<file path="config.mk">
export PLATFORM = sky130hd
export DESIGN_NAME = icfr_out_fifo_flat
export DESIGN_NICKNAME = d
export VERILOG_FILES = /design/src/hw/rtl/icfr_pkg.sv /design/src/hw/rtl/icfr_out_if.sv /design/src/hw/rtl/icfr_out_fifo.sv /design/src/flat_wrapper.sv
export SDC_FILE = /design/constraint.sdc
export NUM_CORES = 1
export LEC_CHECK = 0
export BUFFER_PORTS_ARGS = -buffer_cell sky130_fd_sc_hd__buf_2
export CAP_MARGIN = 20
export CORE_MARGIN = 2
export CORE_UTILIZATION = 47
export CTS_CLUSTER_DIAMETER = 30
export DETAILED_ROUTE_END_ITERATION = 10
export HOLD_SLACK_MARGIN = 0.03
export PLACE_DENSITY = 0.7
export SLEW_MARGIN = 20
export SYNTH_ARGS = -nofsm -noshare
export SYNTH_HDL_FRONTEND = slang
export SYNTH_SLANG_ARGS = --single-unit
</file>
<file path="constraint.sdc">
create_clock -name i_clk -period 2.3 [get_ports i_clk]
set_input_delay 0.115 -clock i_clk [delete_from_list [all_inputs] [get_ports i_clk]]
set_output_delay 0.115 -clock i_clk [all_outputs]
set_load 0.01 [all_outputs]
</file>
<file path="src/hw/rtl/icfr_pkg.sv">
// Package for the image crop, flip and rescale block.
// Holds sizes, codes and shared types; depends on nothing else.
`default_nettype none
package icfr_pkg;

    localparam int MAX_WIDTH  = 1024;
    localparam int MAX_HEIGHT = 4096;

    localparam int W_DIM  = $clog2(MAX_WIDTH + 1);
    localparam int H_DIM  = $clog2(MAX_HEIGHT + 1);
    localparam int COL_W  = $clog2(MAX_WIDTH);
    localparam int ROW_W  = $clog2(MAX_HEIGHT);
    localparam int PEND_W = W_DIM;
    localparam int ADDR_W = COL_W + 1;
    localparam int BUF_DEPTH = 2 ** ADDR_W;

    localparam int IN_WIDTH_W  = 11;
    localparam int IN_HEIGHT_W = 13;
    localparam int MODE_W      = 3;
    localparam int DRAW_W      = 15;
    localparam int CFG_IDX_W   = 3;
    localparam int CFG_DATA_W  = 15;

    localparam int W_CMP = (W_DIM > IN_WIDTH_W) ? W_DIM : IN_WIDTH_W;
    localparam int H_CMP = (H_DIM > IN_HEIGHT_W) ? H_DIM : IN_HEIGHT_W;

    localparam int MODE_FLIP_BIT  = 0;
    localparam int MODE_NOADJ_BIT = 1;
    localparam int MODE_TRAIN_BIT = 2;

    localparam int DIV_N_W   = DRAW_W;
    localparam int DIV_D_W   = (W_DIM > H_DIM) ? W_DIM : H_DIM;
    localparam int DIV_CNT_W = $clog2(DIV_N_W + 1);

    localparam int PIXEL_W = 16;
    localparam int VALUE_W = 17;
    localparam logic [VALUE_W-1:0] ADJ_OFFSET = 17'd65535;

    localparam int FIFO_DEPTH = 3;
    localparam int FIFO_PTR_W = $clog2(FIFO_DEPTH);
    localparam int FIFO_CNT_W = $clog2(FIFO_DEPTH + 1);

    typedef enum logic [0:0] {
        OP_PIXEL = 1'b0,
        OP_DRAIN = 1'b1
    } t_opcode;

    typedef enum logic [CFG_IDX_W-1:0] {
        CFG_IN_WIDTH   = 3'd0,
        CFG_IN_HEIGHT  = 3'd1,
        CFG_OUT_WIDTH  = 3'd2,
        CFG_OUT_HEIGHT = 3'd3,
        CFG_MODE_FLAGS = 3'd4,
        CFG_ROW_DRAW   = 3'd5,
        CFG_COL_DRAW   = 3'd6,
        CFG_FLIP_DRAW  = 3'd7
    } t_cfg_idx;

    typedef enum logic [2:0] {
        GEO_IDLE,
        GEO_CLAMP,
        GEO_START,
        GEO_DIV,
        GEO_FINISH
    } t_geo_state;

    typedef struct packed {
        logic [W_DIM-1:0] w;
        logic [H_DIM-1:0] h;
        logic [W_DIM-1:0] ow;
        logic [COL_W-1:0] col_first;
        logic [COL_W-1:0] col_last;
        logic [ROW_W-1:0] row_first;
        logic [ROW_W-1:0] row_last;
        logic             flip;
        logic             noadj;
    } t_geom;

    typedef struct packed {
        logic               en;
        logic [ADDR_W-1:0]  addr;
        logic [PIXEL_W-1:0] data;
    } t_buf_wr;

    typedef struct packed {
        logic              en;
        logic [ADDR_W-1:0] addr;
    } t_buf_rd;

    typedef struct packed {
        logic signed [VALUE_W-1:0] value;
        logic                      last;
    } t_result;

endpackage
`default_nettype wire

</file>
<file path="src/hw/rtl/icfr_out_if.sv">
// Output channel of the image crop, flip and rescale block.
// Carries the rescaled value and the end-of-plane mark; uses icfr_pkg.
`default_nettype none
interface icfr_out_if;
    logic                                valid;
    logic                                ready;
    logic signed [icfr_pkg::VALUE_W-1:0] value;
    logic                                last_in_plane;

    modport source (output valid, output value, output last_in_plane, input ready);
    modport sink   (input valid, input value, input last_in_plane, output ready);
endinterface
`default_nettype wire

</file>
<file path="src/hw/rtl/icfr_out_fifo.sv">
// Three-entry result queue that drives the output channel.
// Uses icfr_pkg and icfr_out_if.
`default_nettype none
module icfr_out_fifo (
    input  wire logic                             i_clk,
    input  wire logic                             i_rst_n,
    input  wire logic                             i_push,
    input  wire icfr_pkg::t_result                i_data,
    output logic [icfr_pkg::FIFO_CNT_W-1:0]       o_count,
    icfr_out_if.source                            o_res
);
    icfr_pkg::t_result                r_buf [icfr_pkg::FIFO_DEPTH];
    logic [icfr_pkg::FIFO_PTR_W-1:0]  r_wptr;
    logic [icfr_pkg::FIFO_PTR_W-1:0]  r_rptr;
    logic [icfr_pkg::FIFO_CNT_W-1:0]  r_count;
    logic                             pop;

    function automatic logic [icfr_pkg::FIFO_PTR_W-1:0] ptr_next(
        input logic [icfr_pkg::FIFO_PTR_W-1:0] p
    );
        if (p == icfr_pkg::FIFO_PTR_W'(icfr_pkg::FIFO_DEPTH - 1)) begin
            return '0;
        end
        return p + icfr_pkg::FIFO_PTR_W'(1);
    endfunction

    assign pop = o_res.valid && o_res.ready;

    always_ff @(posedge i_clk) begin
        if (!i_rst_n) begin
            r_wptr  <= '0;
            r_rptr  <= '0;
            r_count <= '0;
        end else begin
            if (i_push) begin
                r_wptr <= ptr_next(r_wptr);
            end
            if (pop) begin
                r_rptr <= ptr_next(r_rptr);
            end
            case ({i_push, pop})
                2'b10:   r_count <= r_count + icfr_pkg::FIFO_CNT_W'(1);
                2'b01:   r_count <= r_count - icfr_pkg::FIFO_CNT_W'(1);
                default: r_count <= r_count;
            endcase
        end
    end

    always_ff @(posedge i_clk) begin
        if (i_push) begin
            r_buf[r_wptr] <= i_data;
        end
    end

    assign o_count             = r_count;
    assign o_res.valid         = (r_count != '0);
    assign o_res.value         = r_buf[r_rptr].value;
    assign o_res.last_in_plane = r_buf[r_rptr].last;
endmodule
`default_nettype wire

</file>
<file path="src/flat_wrapper.sv">
// flat-port wrapper written by rule: the top's interface ports become plain ports
module icfr_out_fifo_flat 
  (i_clk, i_rst_n, i_push, i_data, o_count, o_res_valid, o_res_value, o_res_last_in_plane, o_res_ready);
  icfr_out_if o_res_i ();
  input  wire logic i_clk;
  input  wire logic i_rst_n;
  input  wire logic i_push;
  input  wire icfr_pkg::t_result i_data;
  output logic [icfr_pkg::FIFO_CNT_W-1:0] o_count;
  output wire logic [$bits(o_res_i.valid)-1:0] o_res_valid;
  output wire logic [$bits(o_res_i.value)-1:0] o_res_value;
  output wire logic [$bits(o_res_i.last_in_plane)-1:0] o_res_last_in_plane;
  input wire logic [$bits(o_res_i.ready)-1:0] o_res_ready;
  assign o_res_valid = o_res_i.valid;
  assign o_res_value = o_res_i.value;
  assign o_res_last_in_plane = o_res_i.last_in_plane;
  assign o_res_i.ready = o_res_ready;
  icfr_out_fifo u_core (.i_clk(i_clk), .i_rst_n(i_rst_n), .i_push(i_push), .i_data(i_data), .o_count(o_count), .o_res(o_res_i));
endmodule
</file>
Yosys cells after proc, flatten, opt, wreduce, memory -nomap -nowiden
Memory sizes are Yosys's and may differ from the RTL's. A register that Yosys moved wholly into a read port is not among the register bits.
Cells that the tools add are included.
W data, S select, Z words.
Word-level totals
  register bits after elaboration: 6
  input bits: 22
  RAM bits: 54
  latch bits: 0
  ROM bits: 0
  memories: 1
  output and inout port bits: 21
  logic and storage cells: 30
Memories
  u_core.r_buf: depth 3, width 18, rd ports 1, clocked after Yosys merged registers in 1, write ports 1, RTL line icfr_out_fifo.sv:12  | icfr_pkg::t_result r_buf [icfr_pkg::FIFO_DEPTH];
Cells by class
  bitwise logic cells: 0
  div/mod/pow operators: 0
  add/subtract/negate cells: 4
  shift operators: 0
  muxes and demuxes: 15
  reductions and logical operators: 3
  order comparisons: 0
  eq/ne operators: 4
  multipliers: 0
Operators by type and width (number)
  $mux W2: 6
  $mux W1: 8
  $add A2 B1 Y2 const B: 3
  $eq A2 B2 Y1 const B: 3
  $pmux W2 S2: 1
  $reduce_bool A2 Y1: 2
  $eq A2 B1 Y1 const B: 1
  $sub A2 B1 Y2 const B: 1
  $logic_and A1 B1 Y1: 1

Logic depth before layout (Yosys ltp)
Gate-level depths: netlist (run 1).
  word-level depth: 7
  depth in mapped cells: 6
  depth with buffers taken out: 6

Worst setup path before layout (run 1)
Ideal clock, no wire load.
  path type: reg-to-reg
  start point: register u_core.r_wptr[0] in the netlist's numbering
  end point: memory u_core.r_buf[1][0] in the netlist's numbering (enable)
  required time: 1.878 ns
  period minus slack after synthesis: 2.209 ns
  data arrival time: 1.786 ns
  buffers on the path: 0
  cell stages (with the launch flop): 2
  library setup time: 0.422 ns
  slack: 0.091 ns
  cells stage by stage: dfxtp_1 nor3b_1
RTL lines
  start: declaration: RTL line icfr_out_fifo.sv:13  | logic [icfr_pkg::FIFO_PTR_W-1:0] r_wptr;
  start signal: assignment: RTL line icfr_out_fifo.sv:36  | r_wptr <= ptr_next(r_wptr);
  end: declaration: RTL line icfr_out_fifo.sv:12
No word-level cell before the write port.

==> results by group, run 1 <==
Hold path
  – Hold_sp: i_rst_n
  – Worst-case hold path end point: u_core.r_wptr[1]$_SDFFE_PN0P_
  – Hold Crit Class: primary input to flip-flop
  – Hold path depth: 2

Synthesis
  – Compound-Gate Fraction of Synth Area: about 6%
  – Post-Synth Simple-Gate Area: between 6 and 7%
  – Synthesized flop and latch total: 62
  – Ys Warns: 0
  – Register area share after synthesis: 77.1%
  – Synth top area cells: edfxtp_1 (70%), mux2i_1 (7.8%), dfxtp_1 (6.9%)
  – Area share of fa/ha/maj cells after synthesis: 0.541%
  – Synthesized area: about 2300 um2
  – Average size of a mapped cell: between 15 and 20 um2
  – Largest family of logic cells by synthesized area: multiplexers
  – Syn Inst Count: about 150
  – Multiplexer share of the synthesized area: just under 8%
  – Xor/xnor share of the synthesized area: 0.758%
  – Library cells used by synthesis: 22
  – Area share of the largest cell type after synthesis: 70.1%
  – Syn nets: between 150 and 200
  – Largest area contributor in the netlist: edfxtp_1

Outcome
  – Status: completed

Finish
  – Final std cells w/o fill: 290
  – Nets: 241
  – Most frequent cells in the layout: edfxtp_1 (54), buf_2 (42), nand2_1 (21)
  – Fillers: approximately 390
  – Most common cell after layout, fill and taps aside: edfxtp_1
  – Area grow syn2layout: 28.3%
  – ANT cells: 0
  – Final instance area: between 2000 and 3000 um2
  – Layout cells sized above 1: roughly 29%

Flow run
  – Maxcap violations: 0

Floorplan
  – Initial core utilization: 49.0%
  – Die Span Y: about 74 um
  – Io pins: 43
  – Core region area: 4720 um2
  – Die X: between 70 and 80 um
  – Die Footprint: around 5500 um2
  – Row count: 25

Routing
  – Remaining DRCs: 0
  – Wire length per cell: between 10 and 15 um
  – WL met1: 1700 um
  – Routed wl met2: between 2000 and 2500 um
  – DRT iter0 DRCs: 103
  – DRT Wirelength: 4130 um
  – Vias: ~1,400
  – Via-per-instance ratio: between 4 and 5
  – Routed met3 length: around 170 um
  – Top sig layer: met4
  – ANT nets after route: 0
  – 1st-pass router iterations: 4

Clock network
  – TritonCTS buffer count: 9
  – Longest Clk Path Bufs: 2
  – TritonCTS clock tree: yes
  – Post_cts resized: 0
  – H-Tree Depth: 3
  – Clk_lat worst skew: 0.33 ns
  – Clk slew on worst S/H paths: ~0.060 ns
  – Clk sinks: 62
  – Clock root buffer: clkbuf_8

Global routing
  – Gr ovfl total: 0
  – Initial antenna violation count: 0
  – Overall routing resource usage: between 10% and 20%
  – Largest net degree at the start of global routing: 37
  – First-pass GRT wire length: ~6400 um
  – Vias in the first global route: approximately 1,500

Setup path
  – Worst r2r src: u_core.o_count[0]$_SDFFE_PN0P_
  – Nature of the critical path startpoint: flip-flop
  – Crit path DAT: 1.46 ns
  – Crit path largest cell delay: between 0.3 and 0.4 ns
  – Critical R2R Capture: u_core.o_count[1]$_SDFFE_PN0P_
  – Worst Setup End Kind: primary output
  – WS Path Type: flip-flop to primary output
  – Worst reg-to-reg setup slack: 0.78 ns
  – Worst path cell trace: buf_4 > mux2i_1 > o21ai_0 > buf_2
  – Worst EP required: 2.18 ns
  – Worst Path Max Fanout: 18
  – R2R depth: 5
  – Crit-path leading delay family: buffers and inverters
  – Slowest-stage cell, CP: dfxtp_1
  – CP bufs+invs: 2

Timing
  – Endpoints failing hold: 0
  – Worst Max-Slew Pin Slew: roughly 0.34 ns
  – F_max: between 600 and 700 MHz
  – Final period util: between 60% and 70%
  – Slew HR: between 70% and 80%
  – TNS Setup: 0 ns
  – Final min period: between 1.5 and 2 ns
  – RSZ-0062 raised after global routing: false
  – Final hold slack: just under 0.07 ns
  – # setup viols final: 0
  – Final slew viol count: 0
  – Clock Skews: approximately 0.0058 ns

Power
  – P per Cell Area: just under 900 nW/um2
  – Leak: approximately 1.1 nW
  – Final total power: roughly 2.6 mW
  – Worst VDD drop: 0.514 mV

Placed design
  – Placed insts: around 260
  – DP Area: approximately 2600 um2
  – DP HPWL: around 2600 um
  – Count of input and output buffers: 42
  – Final Wtd Congestion: ~0.70
==> power by group <==
| part | switching [mW] | internal, mW |
|---|---|---|
| combinational | 0.280 | 0.247 |
| sequential | 0.0410 | 1.30 |
| clock | 0.370 | 0.389 |
| total | 0.692 | 1.94 |
==> how the worst max path moves through the flow <==
stage	end	from	cells after the start
6_report	o_res_value[11]	flip-flop	4
3_3_place_gp	u_core.o_count[1]$_SDFFE_PN0P_	u_core.o_count[0]$_SDFFE_PN0P_	5
3_5_place_dp	u_core.o_count[1]$_SDFFE_PN0P_	u_core.o_count[0]$_SDFFE_PN0P_	5
5_1_grt	o_res_value[8]	flip-flop	4
4_1_cts	o_res_value[11]	flip-flop	4
2_1_floorplan	u_core.r_buf[1][0]$_DFFE_PP_	u_core.r_wptr[0]$_SDFFE_PN0P_	1
==> layer usage <==
layer | vias to the layer above | GRT usage [%]
li1 | 686 | -
met1 | 689 | 17.3
met2 | 30 | 29.7
met3 | 8 | 4.88
met4 | 0 | 9.09
met5 | - | 0
==> sequential cells by signal, summed over array words and instances, names as in the netlist, named ones only <==
signal	cells
u_core.r_buf	54
u_core.o_count	2
u_core.r_rptr	2
u_core.r_wptr	2
==> final cells by class <==
| type | instances | area, um2 | share of cell area (%) |
|---|---|---|---|
| multi-input cells | 77 | 505 | 17.0 |
| well taps | 67 | 83.8 | 2.83 |
| clock inverters | 2 | 10.0 | 0.337 |
| clock buffers | 14 | 143 | 4.81 |
| flip-flops and latches | 62 | 1780 | 60.1 |
| repair buffers | 66 | 435 | 14.7 |
| inverters | 2 | 7.51 | 0.253 |
==> worst reg2reg max path, stage by stage (launching register included) <==
cell,delay [ns]
dfxtp_1,0.36
o21ai_2,0.21
inv_1,0.06
ha_1,0.31
or3_1,0.35
a21boi_1,0.16
==> cells by family after synthesis <==
| family | count (synthesis) |
|---|---|
| muxes | 18 |
| and+or+nand+nor | 31 |
| buffers and inverters | 8 |
| AOI/OAI and AO/OA | 25 |
| adders and majority gates | 1 |
| DFF | 62 |
| xor gates and xnor gates | 2 |
==> per-stage QoR <==
step           setup WS (ns)  utilization, %
4_1_cts                0.702            62.8
2_1_floorplan         0.0915               -
6_report               0.726            62.8
5_1_grt                0.633            62.8
3_3_place_gp           0.881            55.8
3_5_place_dp           0.771            55.8
==> Yosys cell counts <==
cell type and number:
a21boi_0 2, a21boi_1 1, and2_1 1, buf_4 2, clkbuf_1 4, dfxtp_1 8
edfxtp_1 54, ha_1 1, inv_1 2, mux2i_1 18, nand2_1 21, nor2_1 1
nor2b_1 2, nor3_1 1, nor3b_1 1, o21a_1 2, o21ai_0 19, o21ai_2 1
or2_2 1, or3_1 2, or3b_1 1, xnor2_1 2
==> timing repair <==
item,in CTS,in global routing
buffers inserted,0,0
hold buffers,18,0
hold endpoints to repair,54,0
(Power assumes the default switching activity.)
==> inputs of run 2 (changes only) <==
Clock period 2.3 ns to 1.3 ns, I/O delays scaled along.
==> run 2 against run 1 <==
Effect of this change:
- the run now ends with setup timing left
- clock power up 96%
- sequential cell count unchanged
- global-route usage up 0.35 points
- core utilization up 3.9 points
- die area unchanged
- critical endpoint is now u_core.o_count[1]$_SDFFE_PN0P_
- count of clock-buffer cells in the layout up 1
- combinational power up 130%
- highest routed layer unchanged
- design area up 6.2%
- non-clock buffer count up 7
- register-to-register slack worse by 0.85 ns
- first-iteration DRC count up 22%
- critical path type is now flip-flop to flip-flop
- hold slack better by 0.018 ns
==> results by group, run 2 (synthesis results as in run 1) <==
Global routing
  – Overall routing resource usage: 16.9%
  – Vias in the first global route: between 1,000 and 1,500
  – Largest net degree at the start of global routing: 23
  – First-pass GRT wire length: around 6400 um
  – Gr ovfl total: 0
  – Initial antenna violation count: 0

Timing
  – TNS Setup: -0.513 ns
  – Final hold slack: roughly 0.087 ns
  – Worst Max-Slew Pin Slew: roughly 0.28 ns
  – Final min period: approximately 1.4 ns
  – # setup viols final: 19
  – Final slew viol count: 0
  – Clock Skews: about 0.0053 ns
  – Final period util: 105%
  – PnR worst setup slack: -0.0702 ns
  – F_max: 730 MHz
  – Slew HR: between 80% and 90%
  – RSZ-0062 raised after global routing: true
  – Endpoints failing hold: 0

Routing
  – 1st-pass router iterations: 4
  – DRT Wirelength: approximately 4200 um
  – DRT iter0 DRCs: roughly 130
  – Routed wl met2: 2290 um
  – Wire length per cell: approximately 14 um
  – WL met1: 1710 um
  – ANT nets after route: 0
  – Via-per-instance ratio: roughly 4.8
  – Routed met3 length: 192 um
  – Vias: roughly 1,400
  – Remaining DRCs: 0
  – Top sig layer: met4

Setup path
  – Crit path DAT: about 1.6 ns
  – Crit path largest cell delay: about 0.35 ns
  – Nature of the critical path startpoint: flip-flop
  – Slowest-stage cell, CP: dfxtp_4
  – WS Path Type: flip-flop to flip-flop
  – Worst path cell trace: o21ai_4 > inv_2 > ha_4 > xnor2_2 > or3_1 > a21boi_2
  – Worst EP required: around 1.6 ns
  – Worst Path Max Fanout: 2
  – Worst Setup End Kind: flip-flop
  – Worst reg-to-reg setup slack: -0.07 ns

Finish
  – Most frequent cells in the layout: edfxtp_1 (54), buf_2 (41), nand2_1 (21)
  – Max reg flops: between 50 and 60
  – Final instance area: 3150 um2
  – Layout cells sized above 1: approximately a third
  – Largest Register: u_core.r_buf
  – ANT cells: 0
  – Most common cell after layout, fill and taps aside: edfxtp_1
  – Nets: 248
  – Final std cells w/o fill: roughly 300
  – Area grow syn2layout: 36.3%

Floorplan
  – Die X: 74.1 um
  – Io pins: 43
  – Die Span Y: about 74 um
  – Die Footprint: around 5500 um2
  – Initial core utilization: between 40% and 50%
  – Row count: 25
  – Core region area: approximately 4700 um2

Flow run
  – Maxcap violations: 0

Clock network
  – Clk sinks: 62
  – Post-CTS repair timing setup buffer count: 0
  – Longest Clk Path Bufs: 2
  – Clk_lat worst skew: between 0.3 and 0.4 ns
  – H-Tree Depth: 3
  – Clock root buffer: clkbuf_8
  – TritonCTS buffer count: 9
  – TritonCTS clock tree: yes
  – Clk slew on worst S/H paths: about 0.060 ns

Outcome
  – Status: finished, violations left
  – Violated checks: setup timing

Power
  – Leak: 1.13 nW
  – Worst VDD drop: ~1 mV
  – P per Cell Area: about 1600 nW/um2

Placed design
  – DP HPWL: roughly 2700 um
  – Placed insts: 261
  – Count of input and output buffers: 42
  – Final Wtd Congestion: 0.753
  – DP Area: roughly 2700 um2

Hold path
  – Hold Crit Class: primary input to flip-flop
## run 2: cell types whose count changed in the layout (fill, tap and decap cells not counted), moves of 2 or more
cell	before	now
dfxtp_1	8	3
dfxtp_4	0	2
clkbuf_1	5	3
clkinv_2	2	0
dfxtp_2	0	3
buf_6	0	2
o21ai_1	0	18
buf_4	6	9
o21ai_0	19	1
clkbuf_8	9	12
## run 2: worst paths after layout
path                                        from                             end  depth (start not counted)
setup / recovery  u_core.o_count[0]$_SDFFE_PN0P_  u_core.o_count[1]$_SDFFE_PN0P_                          6
hold / removal                            i_push   u_core.r_wptr[0]$_SDFFE_PN0P_                          3
setup reg to reg  u_core.o_count[0]$_SDFFE_PN0P_  u_core.o_count[1]$_SDFFE_PN0P_                          6
hold reg to reg    u_core.r_rptr[0]$_SDFFE_PN0N_                       flip-flop                          2
## run 2: repair_timing
item,in CTS,in global routing
endpoints found under the setup margin,20,21
gates resized for setup,23,4
hold buffers,19,0
gates cloned,1,0
endpoints found under the hold margin,57,0
## run 2: layer usage
metal / vias up / global-route usage [%]
met5: - / 0
met4: 0 / 6.87
met3: 5 / 7.18
met2: 29 / 29.8
met1: 679 / 17.8
li1: 702 / -
## run 2: stage by stage
stage / setup slack (ns) / utilization [%] / power, mW
after floorplan: -0.0582 / - / 3.02
after global placement: 0.0268 / 57.7 / 3.39
after detailed placement: -0.0656 / 57.7 / 3.45
after CTS: -0.0807 / 66.4 / 5.11
after global routing: -0.123 / 66.7 / 5.33
final: -0.0702 / 66.7 / 5.09
## run 2: final cells by class
cell class                 count  area, um2
timing repair buffer          73        533
fill                         343       1570
tap                           67       83.8
sequential                    62       1790
clock inverter                 1       3.75
multi-input combinational     77        554
inverter                       2       7.51
clock buffer                  15        176
## run 2: critical path: cells and delay by family, from the launching register on
kind                       cells  cell delay (ns)
AOI/OAI and AO/OA              2             0.29
and+or+nand+nor                1             0.33
DFF                            1             0.35
adders and majority gates      1             0.16
buffers and inverters          1             0.06
xor gates and xnor gates       1             0.13
## run 2: power by group
part	leakage [nW]	internal [mW]	switching (mW)
Combinational	0.472	0.627	0.565
Clock	0.0914	0.845	0.649
Sequential	0.567	2.32	0.0886
