==> config.mk <==
export PLATFORM = sky130hd
export DESIGN_NAME = icfr_geom
export DESIGN_NICKNAME = d
export VERILOG_FILES = /design/src/hw/rtl/icfr_pkg.sv /design/src/hw/rtl/icfr_mod_unit.sv /design/src/hw/rtl/icfr_geom.sv
export SDC_FILE = /design/constraint.sdc
export NUM_CORES = 1
export LEC_CHECK = 0
export ABC_CLOCK_PERIOD_IN_PS = 8000
export BUFFER_PORTS_ARGS = -buffer_cell sky130_fd_sc_hd__buf_2
export CAP_MARGIN = 20
export CORE_MARGIN = 2
export CORE_UTILIZATION = 60
export CTS_BUF_LIST = sky130_fd_sc_hd__clkbuf_8
export DETAILED_ROUTE_END_ITERATION = 10
export GPL_TIMING_DRIVEN = 1
export PLACE_DENSITY = 0.82
export SYNTH_ARGS = -nofsm -noshare
export SYNTH_HDL_FRONTEND = slang
export SYNTH_SLANG_ARGS = --single-unit
export TNS_END_PERCENT = 10
==> constraint.sdc <==
create_clock -name i_clk -period 8 [get_ports i_clk]
set_input_delay 0 -clock i_clk [delete_from_list [all_inputs] [get_ports i_clk]]
set_output_delay 0 -clock i_clk [all_outputs]
set_load 0.03 [all_outputs]
==> src/hw/rtl/icfr_pkg.sv <==
// Package for the image crop, flip and rescale block.
// Holds sizes, codes and shared types; depends on nothing else.
`default_nettype none
package icfr_pkg;

    localparam int MAX_WIDTH  = 1024;
    localparam int MAX_HEIGHT = 4096;

    localparam int W_DIM  = $clog2(MAX_WIDTH + 1);
    localparam int H_DIM  = $clog2(MAX_HEIGHT + 1);
    localparam int COL_W  = $clog2(MAX_WIDTH);
    localparam int ROW_W  = $clog2(MAX_HEIGHT);
    localparam int PEND_W = W_DIM;
    localparam int ADDR_W = COL_W + 1;
    localparam int BUF_DEPTH = 2 ** ADDR_W;

    localparam int IN_WIDTH_W  = 11;
    localparam int IN_HEIGHT_W = 13;
    localparam int MODE_W      = 3;
    localparam int DRAW_W      = 15;
    localparam int CFG_IDX_W   = 3;
    localparam int CFG_DATA_W  = 15;

    localparam int W_CMP = (W_DIM > IN_WIDTH_W) ? W_DIM : IN_WIDTH_W;
    localparam int H_CMP = (H_DIM > IN_HEIGHT_W) ? H_DIM : IN_HEIGHT_W;

    localparam int MODE_FLIP_BIT  = 0;
    localparam int MODE_NOADJ_BIT = 1;
    localparam int MODE_TRAIN_BIT = 2;

    localparam int DIV_N_W   = DRAW_W;
    localparam int DIV_D_W   = (W_DIM > H_DIM) ? W_DIM : H_DIM;
    localparam int DIV_CNT_W = $clog2(DIV_N_W + 1);

    localparam int PIXEL_W = 16;
    localparam int VALUE_W = 17;
    localparam logic [VALUE_W-1:0] ADJ_OFFSET = 17'd65535;

    localparam int FIFO_DEPTH = 3;
    localparam int FIFO_PTR_W = $clog2(FIFO_DEPTH);
    localparam int FIFO_CNT_W = $clog2(FIFO_DEPTH + 1);

    typedef enum logic [0:0] {
        OP_PIXEL = 1'b0,
        OP_DRAIN = 1'b1
    } t_opcode;

    typedef enum logic [CFG_IDX_W-1:0] {
        CFG_IN_WIDTH   = 3'd0,
        CFG_IN_HEIGHT  = 3'd1,
        CFG_OUT_WIDTH  = 3'd2,
        CFG_OUT_HEIGHT = 3'd3,
        CFG_MODE_FLAGS = 3'd4,
        CFG_ROW_DRAW   = 3'd5,
        CFG_COL_DRAW   = 3'd6,
        CFG_FLIP_DRAW  = 3'd7
    } t_cfg_idx;

    typedef enum logic [2:0] {
        GEO_IDLE,
        GEO_CLAMP,
        GEO_START,
        GEO_DIV,
        GEO_FINISH
    } t_geo_state;

    typedef struct packed {
        logic [W_DIM-1:0] w;
        logic [H_DIM-1:0] h;
        logic [W_DIM-1:0] ow;
        logic [COL_W-1:0] col_first;
        logic [COL_W-1:0] col_last;
        logic [ROW_W-1:0] row_first;
        logic [ROW_W-1:0] row_last;
        logic             flip;
        logic             noadj;
    } t_geom;

    typedef struct packed {
        logic               en;
        logic [ADDR_W-1:0]  addr;
        logic [PIXEL_W-1:0] data;
    } t_buf_wr;

    typedef struct packed {
        logic              en;
        logic [ADDR_W-1:0] addr;
    } t_buf_rd;

    typedef struct packed {
        logic signed [VALUE_W-1:0] value;
        logic                      last;
    } t_result;

endpackage
`default_nettype wire

==> src/hw/rtl/icfr_mod_unit.sv <==
// Bit-serial remainder unit: one dividend bit per cycle.
// Used by icfr_geom for the crop offsets; uses icfr_pkg.
`default_nettype none
module icfr_mod_unit (
    input  wire logic                           i_clk,
    input  wire logic                           i_rst_n,
    input  wire logic                           i_start,
    input  wire logic [icfr_pkg::DIV_N_W-1:0]   i_num,
    input  wire logic [icfr_pkg::DIV_D_W-1:0]   i_den,
    output logic                                o_busy,
    output logic [icfr_pkg::DIV_D_W-1:0]        o_rem
);
    logic [icfr_pkg::DIV_N_W-1:0]   r_num;
    logic [icfr_pkg::DIV_D_W-1:0]   r_den;
    logic [icfr_pkg::DIV_D_W-1:0]   r_rem;
    logic [icfr_pkg::DIV_CNT_W-1:0] r_cnt;
    logic                           r_busy;
    logic [icfr_pkg::DIV_D_W:0]     trial;
    logic [icfr_pkg::DIV_D_W:0]     diff;
    logic [icfr_pkg::DIV_D_W-1:0]   n_rem;

    always_comb begin
        trial = {r_rem, r_num[icfr_pkg::DIV_N_W-1]};
        diff  = trial - {1'b0, r_den};
        if (trial >= {1'b0, r_den}) begin
            n_rem = diff[icfr_pkg::DIV_D_W-1:0];
        end else begin
            n_rem = trial[icfr_pkg::DIV_D_W-1:0];
        end
    end

    always_ff @(posedge i_clk) begin
        if (!i_rst_n) begin
            r_busy <= 1'b0;
            r_cnt  <= '0;
        end else if (i_start) begin
            r_busy <= 1'b1;
            r_cnt  <= icfr_pkg::DIV_CNT_W'(icfr_pkg::DIV_N_W);
        end else if (r_busy) begin
            r_cnt <= r_cnt - icfr_pkg::DIV_CNT_W'(1);
            if (r_cnt == icfr_pkg::DIV_CNT_W'(1)) begin
                r_busy <= 1'b0;
            end
        end
    end

    always_ff @(posedge i_clk) begin
        if (i_start) begin
            r_num <= i_num;
            r_den <= i_den;
            r_rem <= '0;
        end else if (r_busy) begin
            r_num <= {r_num[icfr_pkg::DIV_N_W-2:0], 1'b0};
            r_rem <= n_rem;
        end
    end

    assign o_busy = r_busy;
    assign o_rem  = r_rem;
endmodule
`default_nettype wire

==> src/hw/rtl/icfr_geom.sv <==
// Configuration registers and crop window set-up of the block.
// Uses icfr_pkg and two icfr_mod_unit instances for the train-mode offsets.
`default_nettype none
module icfr_geom (
    input  wire logic                              i_clk,
    input  wire logic                              i_rst_n,
    input  wire logic                              i_cfg_we,
    input  wire logic [icfr_pkg::CFG_IDX_W-1:0]    i_cfg_idx,
    input  wire logic [icfr_pkg::CFG_DATA_W-1:0]   i_cfg_data,
    output icfr_pkg::t_geom                        o_geom,
    output logic                                   o_busy
);
    logic [icfr_pkg::IN_WIDTH_W-1:0]  r_in_width;
    logic [icfr_pkg::IN_HEIGHT_W-1:0] r_in_height;
    logic [icfr_pkg::IN_WIDTH_W-1:0]  r_out_width;
    logic [icfr_pkg::IN_HEIGHT_W-1:0] r_out_height;
    logic [icfr_pkg::MODE_W-1:0]      r_mode;
    logic [icfr_pkg::DRAW_W-1:0]      r_row_draw;
    logic [icfr_pkg::DRAW_W-1:0]      r_col_draw;
    logic                             r_flip_draw;

    icfr_pkg::t_geo_state r_state;
    icfr_pkg::t_geo_state n_state;
    logic                 busy;
    logic                 div_start;
    logic                 latch_clamp;
    logic                 latch_geom;

    logic [icfr_pkg::W_DIM-1:0] r_w;
    logic [icfr_pkg::H_DIM-1:0] r_h;
    logic [icfr_pkg::W_DIM-1:0] r_ow;
    logic [icfr_pkg::H_DIM-1:0] r_oh;
    logic [icfr_pkg::W_DIM-1:0] w_c;
    logic [icfr_pkg::H_DIM-1:0] h_c;
    logic [icfr_pkg::W_DIM-1:0] ow_c;
    logic [icfr_pkg::H_DIM-1:0] oh_c;
    logic [icfr_pkg::W_CMP-1:0] w_e;
    logic [icfr_pkg::W_CMP-1:0] ow_e;
    logic [icfr_pkg::H_CMP-1:0] h_e;
    logic [icfr_pkg::H_CMP-1:0] oh_e;

    logic [icfr_pkg::H_DIM-1:0]   slack_h;
    logic [icfr_pkg::W_DIM-1:0]   slack_w;
    logic [icfr_pkg::DIV_D_W-1:0] row_den;
    logic [icfr_pkg::DIV_D_W-1:0] col_den;
    logic [icfr_pkg::DIV_D_W-1:0] row_rem;
    logic [icfr_pkg::DIV_D_W-1:0] col_rem;
    logic                         row_busy;
    logic                         col_busy;

    logic                         train;
    logic                         flip;
    logic [icfr_pkg::ROW_W-1:0]   dh;
    logic [icfr_pkg::COL_W-1:0]   dw;
    logic [icfr_pkg::COL_W-1:0]   cs;
    icfr_pkg::t_geom              n_geom;
    icfr_pkg::t_geom              r_geom;

    always_ff @(posedge i_clk) begin
        if (!i_rst_n) begin
            r_in_width   <= icfr_pkg::IN_WIDTH_W'(1);
            r_in_height  <= icfr_pkg::IN_HEIGHT_W'(1);
            r_out_width  <= icfr_pkg::IN_WIDTH_W'(1);
            r_out_height <= icfr_pkg::IN_HEIGHT_W'(1);
            r_mode       <= '0;
            r_row_draw   <= '0;
            r_col_draw   <= '0;
            r_flip_draw  <= 1'b0;
        end else if (i_cfg_we) begin
            case (icfr_pkg::t_cfg_idx'(i_cfg_idx))
                icfr_pkg::CFG_IN_WIDTH: begin
                    r_in_width <= i_cfg_data[icfr_pkg::IN_WIDTH_W-1:0];
                end
                icfr_pkg::CFG_IN_HEIGHT: begin
                    r_in_height <= i_cfg_data[icfr_pkg::IN_HEIGHT_W-1:0];
                end
                icfr_pkg::CFG_OUT_WIDTH: begin
                    r_out_width <= i_cfg_data[icfr_pkg::IN_WIDTH_W-1:0];
                end
                icfr_pkg::CFG_OUT_HEIGHT: begin
                    r_out_height <= i_cfg_data[icfr_pkg::IN_HEIGHT_W-1:0];
                end
                icfr_pkg::CFG_MODE_FLAGS: begin
                    r_mode <= i_cfg_data[icfr_pkg::MODE_W-1:0];
                end
                icfr_pkg::CFG_ROW_DRAW: begin
                    r_row_draw <= i_cfg_data[icfr_pkg::DRAW_W-1:0];
                end
                icfr_pkg::CFG_COL_DRAW: begin
                    r_col_draw <= i_cfg_data[icfr_pkg::DRAW_W-1:0];
                end
                icfr_pkg::CFG_FLIP_DRAW: begin
                    r_flip_draw <= i_cfg_data[0];
                end
                default: begin
                end
            endcase
        end
    end

    always_comb begin
        n_state = r_state;
        case (r_state)
            icfr_pkg::GEO_IDLE:   n_state = icfr_pkg::GEO_IDLE;
            icfr_pkg::GEO_CLAMP:  n_state = icfr_pkg::GEO_START;
            icfr_pkg::GEO_START:  n_state = icfr_pkg::GEO_DIV;
            icfr_pkg::GEO_DIV: begin
                if (!row_busy && !col_busy) begin
                    n_state = icfr_pkg::GEO_FINISH;
                end
            end
            icfr_pkg::GEO_FINISH: n_state = icfr_pkg::GEO_IDLE;
            default:              n_state = icfr_pkg::GEO_IDLE;
        endcase
        if (i_cfg_we) begin
            n_state = icfr_pkg::GEO_CLAMP;
        end
    end

    always_comb begin
        busy        = 1'b1;
        div_start   = 1'b0;
        latch_clamp = 1'b0;
        latch_geom  = 1'b0;
        case (r_state)
            icfr_pkg::GEO_IDLE:   busy = 1'b0;
            icfr_pkg::GEO_CLAMP:  latch_clamp = 1'b1;
            icfr_pkg::GEO_START:  div_start = 1'b1;
            icfr_pkg::GEO_DIV:    busy = 1'b1;
            icfr_pkg::GEO_FINISH: latch_geom = 1'b1;
            default:              busy = 1'b1;
        endcase
    end

    always_ff @(posedge i_clk) begin
        if (!i_rst_n) begin
            r_state <= icfr_pkg::GEO_IDLE;
        end else begin
            r_state <= n_state;
        end
    end

    // Sizes of zero count as one; sizes beyond the limit saturate.
    always_comb begin
        w_e = icfr_pkg::W_CMP'(r_in_width);
        if (w_e == '0) begin
            w_c = icfr_pkg::W_DIM'(1);
        end else if (w_e > icfr_pkg::W_CMP'(icfr_pkg::MAX_WIDTH)) begin
            w_c = icfr_pkg::W_DIM'(icfr_pkg::MAX_WIDTH);
        end else begin
            w_c = icfr_pkg::W_DIM'(w_e);
        end
        ow_e = icfr_pkg::W_CMP'(r_out_width);
        if (ow_e == '0) begin
            ow_c = icfr_pkg::W_DIM'(1);
        end else if (ow_e > icfr_pkg::W_CMP'(w_c)) begin
            ow_c = w_c;
        end else begin
            ow_c = icfr_pkg::W_DIM'(ow_e);
        end
        h_e = icfr_pkg::H_CMP'(r_in_height);
        if (h_e == '0) begin
            h_c = icfr_pkg::H_DIM'(1);
        end else if (h_e > icfr_pkg::H_CMP'(icfr_pkg::MAX_HEIGHT)) begin
            h_c = icfr_pkg::H_DIM'(icfr_pkg::MAX_HEIGHT);
        end else begin
            h_c = icfr_pkg::H_DIM'(h_e);
        end
        oh_e = icfr_pkg::H_CMP'(r_out_height);
        if (oh_e == '0) begin
            oh_c = icfr_pkg::H_DIM'(1);
        end else if (oh_e > icfr_pkg::H_CMP'(h_c)) begin
            oh_c = h_c;
        end else begin
            oh_c = icfr_pkg::H_DIM'(oh_e);
        end
    end

    always_ff @(posedge i_clk) begin
        if (latch_clamp) begin
            r_w  <= w_c;
            r_h  <= h_c;
            r_ow <= ow_c;
            r_oh <= oh_c;
        end
    end

    assign slack_h = r_h - r_oh;
    assign slack_w = r_w - r_ow;
    assign row_den = icfr_pkg::DIV_D_W'(slack_h) + icfr_pkg::DIV_D_W'(1);
    assign col_den = icfr_pkg::DIV_D_W'(slack_w) + icfr_pkg::DIV_D_W'(1);

    icfr_mod_unit u_row_mod (
        .i_clk   (i_clk),
        .i_rst_n (i_rst_n),
        .i_start (div_start),
        .i_num   (r_row_draw),
        .i_den   (row_den),
        .o_busy  (row_busy),
        .o_rem   (row_rem)
    );

    icfr_mod_unit u_col_mod (
        .i_clk   (i_clk),
        .i_rst_n (i_rst_n),
        .i_start (div_start),
        .i_num   (r_col_draw),
        .i_den   (col_den),
        .o_busy  (col_busy),
        .o_rem   (col_rem)
    );

    always_comb begin
        train = r_mode[icfr_pkg::MODE_TRAIN_BIT];
        flip  = train && r_mode[icfr_pkg::MODE_FLIP_BIT] && r_flip_draw;
        if (train) begin
            dh = icfr_pkg::ROW_W'(row_rem);
            dw = icfr_pkg::COL_W'(col_rem);
        end else begin
            dh = icfr_pkg::ROW_W'(slack_h >> 1);
            dw = icfr_pkg::COL_W'(slack_w >> 1);
        end
        if (flip) begin
            cs = icfr_pkg::COL_W'(r_w - icfr_pkg::W_DIM'(dw) - r_ow);
        end else begin
            cs = dw;
        end
        n_geom.w         = r_w;
        n_geom.h         = r_h;
        n_geom.ow        = r_ow;
        n_geom.row_first = dh;
        n_geom.row_last  = icfr_pkg::ROW_W'(icfr_pkg::H_DIM'(dh) + r_oh
                                             - icfr_pkg::H_DIM'(1));
        n_geom.col_first = cs;
        n_geom.col_last  = icfr_pkg::COL_W'(icfr_pkg::W_DIM'(cs) + r_ow
                                             - icfr_pkg::W_DIM'(1));
        n_geom.flip      = flip;
        n_geom.noadj     = r_mode[icfr_pkg::MODE_NOADJ_BIT];
    end

    always_ff @(posedge i_clk) begin
        if (!i_rst_n) begin
            r_geom.w         <= icfr_pkg::W_DIM'(1);
            r_geom.h         <= icfr_pkg::H_DIM'(1);
            r_geom.ow        <= icfr_pkg::W_DIM'(1);
            r_geom.row_first <= '0;
            r_geom.row_last  <= '0;
            r_geom.col_first <= '0;
            r_geom.col_last  <= '0;
            r_geom.flip      <= 1'b0;
            r_geom.noadj     <= 1'b0;
        end else if (latch_geom) begin
            r_geom <= n_geom;
        end
    end

    assign o_geom = r_geom;
    assign o_busy = busy;
endmodule
`default_nettype wire

Word level (Yosys, flattened, before mapping)
Cells that the tools add are included.
{ "totals": {"regBits": 306, "in_bits": 21, "out_inout_bits": 82, "word_cells": 123} }
{ "op_classes": {"addsub": 14, "n_lt_le_gt_ge": 6, "eq_ne": 15, "mux": 32, "bitwise_logic": 1, "n_reduce_logical": 22} }
{ "op_table": {"columns": ["cell", "n"], "rows": [
  ["2-to-1 mux 13 bit", 5],
  ["2-to-1 mux 15 bit", 4],
  ["subtractor 13 bit", 3],
  ["2-to-1 mux 11 bit", 3],
  ["greater-or-equal comparator 14 x 13 -> 1 bit", 2],
  ["logical NOT 13 bit", 2],
  ["logical NOT 11 bit", 2],
  ["2-to-1 mux 10 bit", 2],
  ["subtractor 10 bit", 2],
  ["2-to-1 mux 4 bit", 4],
  ["AND reduction 2 bit", 8],
  ["== test 3 bit (second input constant)", 5],
  ["adder 13 x 1 -> 13 bit (second input constant)", 1],
  ["greater-than comparator 13 bit", 1],
  ["greater-than comparator 13 bit (second input constant)", 1],
  ["adder 11 x 1 -> 12 bit (second input constant)", 1],
  ["adder 12 bit", 1],
  ["== test 3 x 2 -> 1 bit (second input constant)", 4],
  ["2-to-1 mux 12 bit", 1],
  ["subtractor 12 x 1 -> 12 bit (second input constant)", 1],
  ["greater-than comparator 11 bit", 1],
  ["greater-than comparator 11 bit (second input constant)", 1],
  ["2-to-1 mux 1 bit", 11],
  ["subtractor 11 bit", 1],
  ["other kinds (15)", 23]
]} }

Longest topological paths before layout
{ "logic_depth": {"depth_word": 7, "mapped_depth": 28, "depth_no_buf": 28} }

Modules after synthesis
From an unflattened synthesis, not the netlist that was laid out.
{ "hier_totals": {"cells_unflattened": 1961, "hier_area_um2": 17244.0} }
{ "modules_own_cells": {"columns": ["module", "instances", "cells_per_inst", "area_each_um2", "seq_area_each_um2"], "rows": [
  ["icfr_geom", 1, 1467, 12090.3, 4764.6],
  ["icfr_mod_unit (u_row_mod)", 1, 253, 2655.0, 1201.2],
  ["icfr_mod_unit (u_col_mod)", 1, 241, 2498.6, 1201.2]
]} }

Least setup slack after synthesis
Ideal clock, no wire load.
{ "synth_path": {"path_type": "flip-flop to flip-flop", "startpoint": "register r_w[0] in the netlist's numbering", "endpoint": "register r_geom, in the netlist o_geom[35]", "setup_ns": 0.060, "t_arrival_ns": 5.187, "required_time_ns": 7.940, "slack_ns": 2.753, "stages_incl_launch_ff": 29, "path_buffers": 0, "period_less_slack_ns": 5.247, "path_cell_list": "edfxtp_1 > inv_1 > ha_1 > inv_1 > fa_1 > a211oi_1 > o21ai_0 > a21oi_1 > xor2_1 > o21ai_0 > fa_1 > inv_1 > ha_1 > a21o_1 > nand2_1 > nand2_1 > nor2_1 > xnor2_1 > mux2i_1 > ha_1 > inv_1 > ha_1 > or2_2 > a21oi_1 > a31oi_1 > xnor2_1 > xnor3_1 > o21ai_0 > and2_1"} }
{ "synth_via": {"elab_chain_cells": 7} }
{ "synth_lines": {"columns": ["element", "line_no", "rtl"], "rows": [
  ["from (decl)", "icfr_geom.sv:29", "logic [icfr_pkg::W_DIM-1:0] r_w;"],
  ["from (signal assigned)", "icfr_geom.sv:181", "r_w <= w_c;"],
  ["subtractor 11 bit", "icfr_geom.sv:189", "assign slack_w = r_w - r_ow;"],
  ["2-to-1 mux 10 bit", "icfr_geom.sv:216", "if (train) begin"],
  ["subtractor 10 bit (2 in series)", "icfr_geom.sv:224", "cs = icfr_pkg::COL_W'(r_w - icfr_pkg::W_DIM'(dw) - r_ow);"],
  ["2-to-1 mux 10 bit *", "icfr_geom.sv:223", "if (flip) begin"],
  ["adder 10 bit *", "icfr_geom.sv:235", "n_geom.col_last = icfr_pkg::COL_W'(icfr_pkg::W_DIM'(cs) + r_ow"],
  ["subtractor 10 x 1 -> 10 bit *", "icfr_geom.sv:236", "- icfr_pkg::W_DIM'(1));"],
  ["to (signal assigned)", "icfr_geom.sv:253", "r_geom <= n_geom;"],
  ["to (decl)", "icfr_geom.sv:57", "icfr_pkg::t_geom r_geom;"]
]} }
Every way passes the cells marked *; elsewhere a longest branch is shown, timed or not.
A chain may end at the register's enable or synchronous reset.

Final worst setup path
{ "layout_path": {"startpoint": "register r_w[1] in the netlist's numbering", "endpoint": "register r_geom, in the netlist o_geom[35]"} }
Same word-level chain as after synthesis.

==> metrics list <==
* Ratio of total power to cell area: 230 mW/mm2
- Via count of the first global-routing pass: 13700
- The tree is rooted in a sky130_fd_sc_hd__clkbuf_8.
- Number of buffers inserted by port buffering: 102
* Die extent in y: 172 um
* Cell-internal power: 2.93 mW
* Cell total after placement: 2389
* Routed wire length: 42.5 mm
- Entering global routing, the biggest net connects 83 pins.
- Fill cells in the final layout number 2253.
- CTS sink count: 305
- On the worst path, the slowest cell contributes a delay of 0.60 ns.
- The first global-routing pass estimated 68.2 mm of wire.
- Status: finished clean
* Clock latency reported for the late side of the worst-skew pair: 0.59 ns
- Clock Skew: 0.0166 ns
- Yosys mapped the design onto 68 distinct sky130hd cell types.
- Number of iterations in the first detailed-routing pass: 6
* Count of yosys warnings during synthesis: 0
- Final setup violation count: 0
* Class of the most critical hold timing path: in2reg
* Clock buffers created by TritonCTS: 51
- Time the worst path needs with I/O delays and setup: 5.82 ns
- Number of DRC markers after the initial detailed-route iteration: 1260
* Number of buffers and inverters on the critical path: 2
* Count of cells resized by post-cts repair: 0
* Cell accounting for the most synthesized area: sky130_fd_sc_hd__dfxtp_1
* Via density: 5.70
* Routability congestion estimate: 0.935
* Fraction of the mapped netlist area in simple logic gates: 18.2%
- Summing the areas of all xor and xnor instances in the mapped netlist gives 4.36% of the synthesized area.
* CP top delay family: compound AO/OA/AOI/OAI gates
- WHS: 0.216 ns
- Total count of hold-check failures in the final report: 0
- On the critical path, the stage with the largest delay is an instance of sky130_fd_sc_hd__a211oi_1.
* Multiplexer area fraction after synthesis: 3.13%
* Floorplan row count: 61
- The clock network burns 30.8% of the power.
- In the synthesized netlist, the number of instances is 1986.
* Critical path capture point type: flop
- Dividing the final minimum period by the clock period gives 72.7%.
- Summing the areas of all compound-gate instances in the mapped netlist gives 15.3% of the synthesized area.
* Maximum clock path buffer count: 3
- Synthesized netlist net count: 2148
* Final number of max-transition violations: 0
* Post-synthesis sequential element count: 305
* Combinational cell fraction of total power: 28.1%
* Switching Fraction: 32.6%
* Tightest Pin Transition: 1.02 ns
* Clock tree from TritonCTS: built
- The floorplan step defined a die boundary enclosing 0.0297 mm2.
- The total area inside the core boundary comes to 0.0279 mm2.
* Number of I/O pins: 103
- Required time of the worst setup path: 8.53 ns
- At the end of the flow, the number of nets in the layout was 2247.
* Starting Density: 61.0%
- The library cell used most frequently in the layout, excluding fill and tap cells, is sky130_fd_sc_hd__nand2_1.
- After clock tree synthesis, the clock-pin slew on the worst setup and hold paths is 0.07 ns.
- By instance count, the cell type seen most on the critical path is sky130_fd_sc_hd__ha_1.
- By area the synthesized netlist is led by sky130_fd_sc_hd__dfxtp_1, sky130_fd_sc_hd__edfxtp_1, sky130_fd_sc_hd__nand2_1.
- The worst-case IR drop observed on VDD is 0.144 mV.
- Timing would allow up to 172 MHz.
- Summed over all cells, the static leakage comes to 8.13 nW.
- The H-tree was split into 2 levels.
- Leaving out filler cells and counting taps, the final layout contains 2504.
- The worst setup path is launched from a flop.
* Total half-perimeter wirelength after legalization and detailed placement: 30.9 mm
- Share of the synthesized area in the top cell type: 23.8%
- Per report_power, the sequential group accounts for 41.0% of the total.
- Count of flip-flops with a built-in enable after synthesis: 103
- Once detail routing completed, the nets flagged for antenna violations numbered 0.
* Worst slew margin: 32.1%
- Crit path DAT: 6.35 ns
- The number of antenna violations at the first check in global routing is 1.
- The area growth from synthesis to layout is 11.4%.
- Global routing consumed, over all layers together, 28.8% of the routing resources.
- Summed over all nets, the switching power comes to 1.42 mW.
- Adder and majority gate portion of the synthesized area: 11.0%
- In the final layout, the share of cells above drive strength 1 is 10.2%.
* Proportion of synthesized chip area in sequential cells: 42.0%
- Type of the setup path with the least slack: reg2reg
- Max Cap Violations: 0
- In the layout the commonest cells are sky130_fd_sc_hd__nand2_1, sky130_fd_sc_hd__a21oi_1, sky130_fd_sc_hd__dfxtp_1, sky130_fd_sc_hd__inv_1, sky130_fd_sc_hd__ha_1.
* Async set or reset register ratio after synthesis: 0%
- Most used flip-flop cell after synthesis: sky130_fd_sc_hd__dfxtp_1
- For this block, the via count after detailed routing is 14300.
- Setup repair after global routing missed its margin: no
- Synth Cell Area: 0.0170 mm2
* Post-synthesis area per instance: 8.56 um2
- Die Span X: 172 um
- Dividing the detail-routed wire length by the instance count gives 17.0 um.
- For this run, design rule violations remaining after detail routing come to 0.
- Highest net fanout along the worst path: 7
- By area, the combinational part of the netlist is dominated by simple AND/OR/NAND/NOR gates.
- Summed over all layers, the global routing overflow is 0.
- Adding up every negative setup slack in the final design gives 0 ns.
## power by group through the flow
stage | Clock [mW] | Combinational (mW) | Sequential [mW]
3_3_place_gp | 0 | 1.15 | 1.81
3_5_place_dp | 0 | 1.20 | 1.82
5_1_grt | 1.43 | 1.36 | 1.80
2_1_floorplan | 0 | 0.970 | 1.79
6_report | 1.34 | 1.23 | 1.79
4_1_cts | 1.36 | 1.21 | 1.78
## cell type report
class	instances	area, um2	area share [%]
antenna	1	2.50	0.0132
clock buffer	56	771	4.07
clock inverter	37	216	1.14
inverter	173	652	3.44
multi-input combinational	1416	8860	46.8
sequential	305	7140	37.7
tap	378	473	2.50
timing repair buffer	138	828	4.37
## worst register-to-register path: cells and delay by family, from the launching register on
family	cells	cell delay, ns
and+or+nand+nor	4	0.51
buffers and inverters	2	0.17
DFF	1	0.53
AOI/OAI and AO/OA	10	2.31
xor gates and xnor gates	4	0.77
adders and majority gates	5	1.49
## worst paths after layout
check / from / end / slack [ns] / cells past startpoint
setup / recovery: r_w[1]$_DFFE_PP_ / o_geom[35]$_SDFFE_PN0N_ / 2.18 / 25
hold / removal: i_cfg_data[14] / r_row_draw[14]$_SDFFE_PN0P_ / 0.22 / 4
setup reg to reg: r_w[1]$_DFFE_PP_ / o_geom[35]$_SDFFE_PN0N_ / 2.18 / 25
hold reg to reg: o_geom[67]$_SDFFE_PN0N_ / o_geom[67]$_SDFFE_PN0N_ / 0.45 / 2
## through the flow
stage	util [%]	setup WS, ns	power [mW]	cell area (um2)
6_report	68.0	2.18	4.35	18900
5_1_grt	68.0	1.68	4.59	18900
4_1_cts	68.0	2.22	4.36	18900
3_5_place_dp	63.7	2.24	3.01	17700
3_3_place_gp	63.7	2.37	2.96	17700
2_1_floorplan	-	2.75	2.76	17000
## state kept, by name, summed over array words and instances, names as in the netlist, 3 cells and up
| signal | flops |
|---|---|
| u_row_mod.o_rem | 13 |
| u_col_mod.r_num | 15 |
| u_col_mod.r_den | 12 |
| u_row_mod.r_cnt | 4 |
| r_ow | 11 |
| u_row_mod.r_den | 13 |
| u_col_mod.r_cnt | 4 |
| oh_e | 13 |
| h_e | 13 |
| o_geom | 81 |
| r_oh | 13 |
| r_col_draw | 15 |
| u_col_mod.o_rem | 13 |
| u_row_mod.r_num | 15 |
| r_mode | 3 |
| r_w | 11 |
| r_state | 3 |
| r_row_draw | 15 |
| r_h | 13 |
| ow_e | 11 |
| r_in_width | 11 |
## cells by family (layout without fill, tap and decap cells)
kind of cell	after synthesis	after routing
XOR/XNOR	83	83
AO/OA/AOI/OAI	429	429
multiplexers	51	51
buffers and inverters	265	404
adder cells (fa/ha/maj)	141	141
AND/OR/NAND/NOR	712	712
flip-flops	305	305
other	0	1
## synthesized netlist by cell type, drive strengths merged (7+ instances only)
cell and instances:
a211oi 34, a21o 19, a21oi 202, a31oi 9
and2 11, and3 8, buf 14, clkbuf 78
dfxtp 202, edfxtp 103, fa 14, ha 127
inv 172, mux2 17, mux2i 34, nand2 426
nand2b 19, nand3 24, nand4 12, nor2 114
nor2b 17, nor3 22, nor3b 9, nor4 16
o211ai 12, o21a 18, o21ai 81, o21bai 7
o41ai 9, or3 7, xnor2 48, xor2 34
## metal layers
layer | vias to the layer above | routed length, um | track usage [%]
met1 | 6739 | 18800 | 38.6
met2 | 444 | 20000 | 48.2
met3 | 74 | 2760 | 5.01
met4 | 0 | 973 | 8.18
met5 | - | 0 | 0
li1 | 7009 | - | -
## repair_timing
action                                  CTS  global route
setup buffers                             0             0
hold buffers                             20             0
endpoints found under the setup margin    0             0
endpoints found under the hold margin    97             0
No activity file was read; power rests on OpenSTA's default activity.
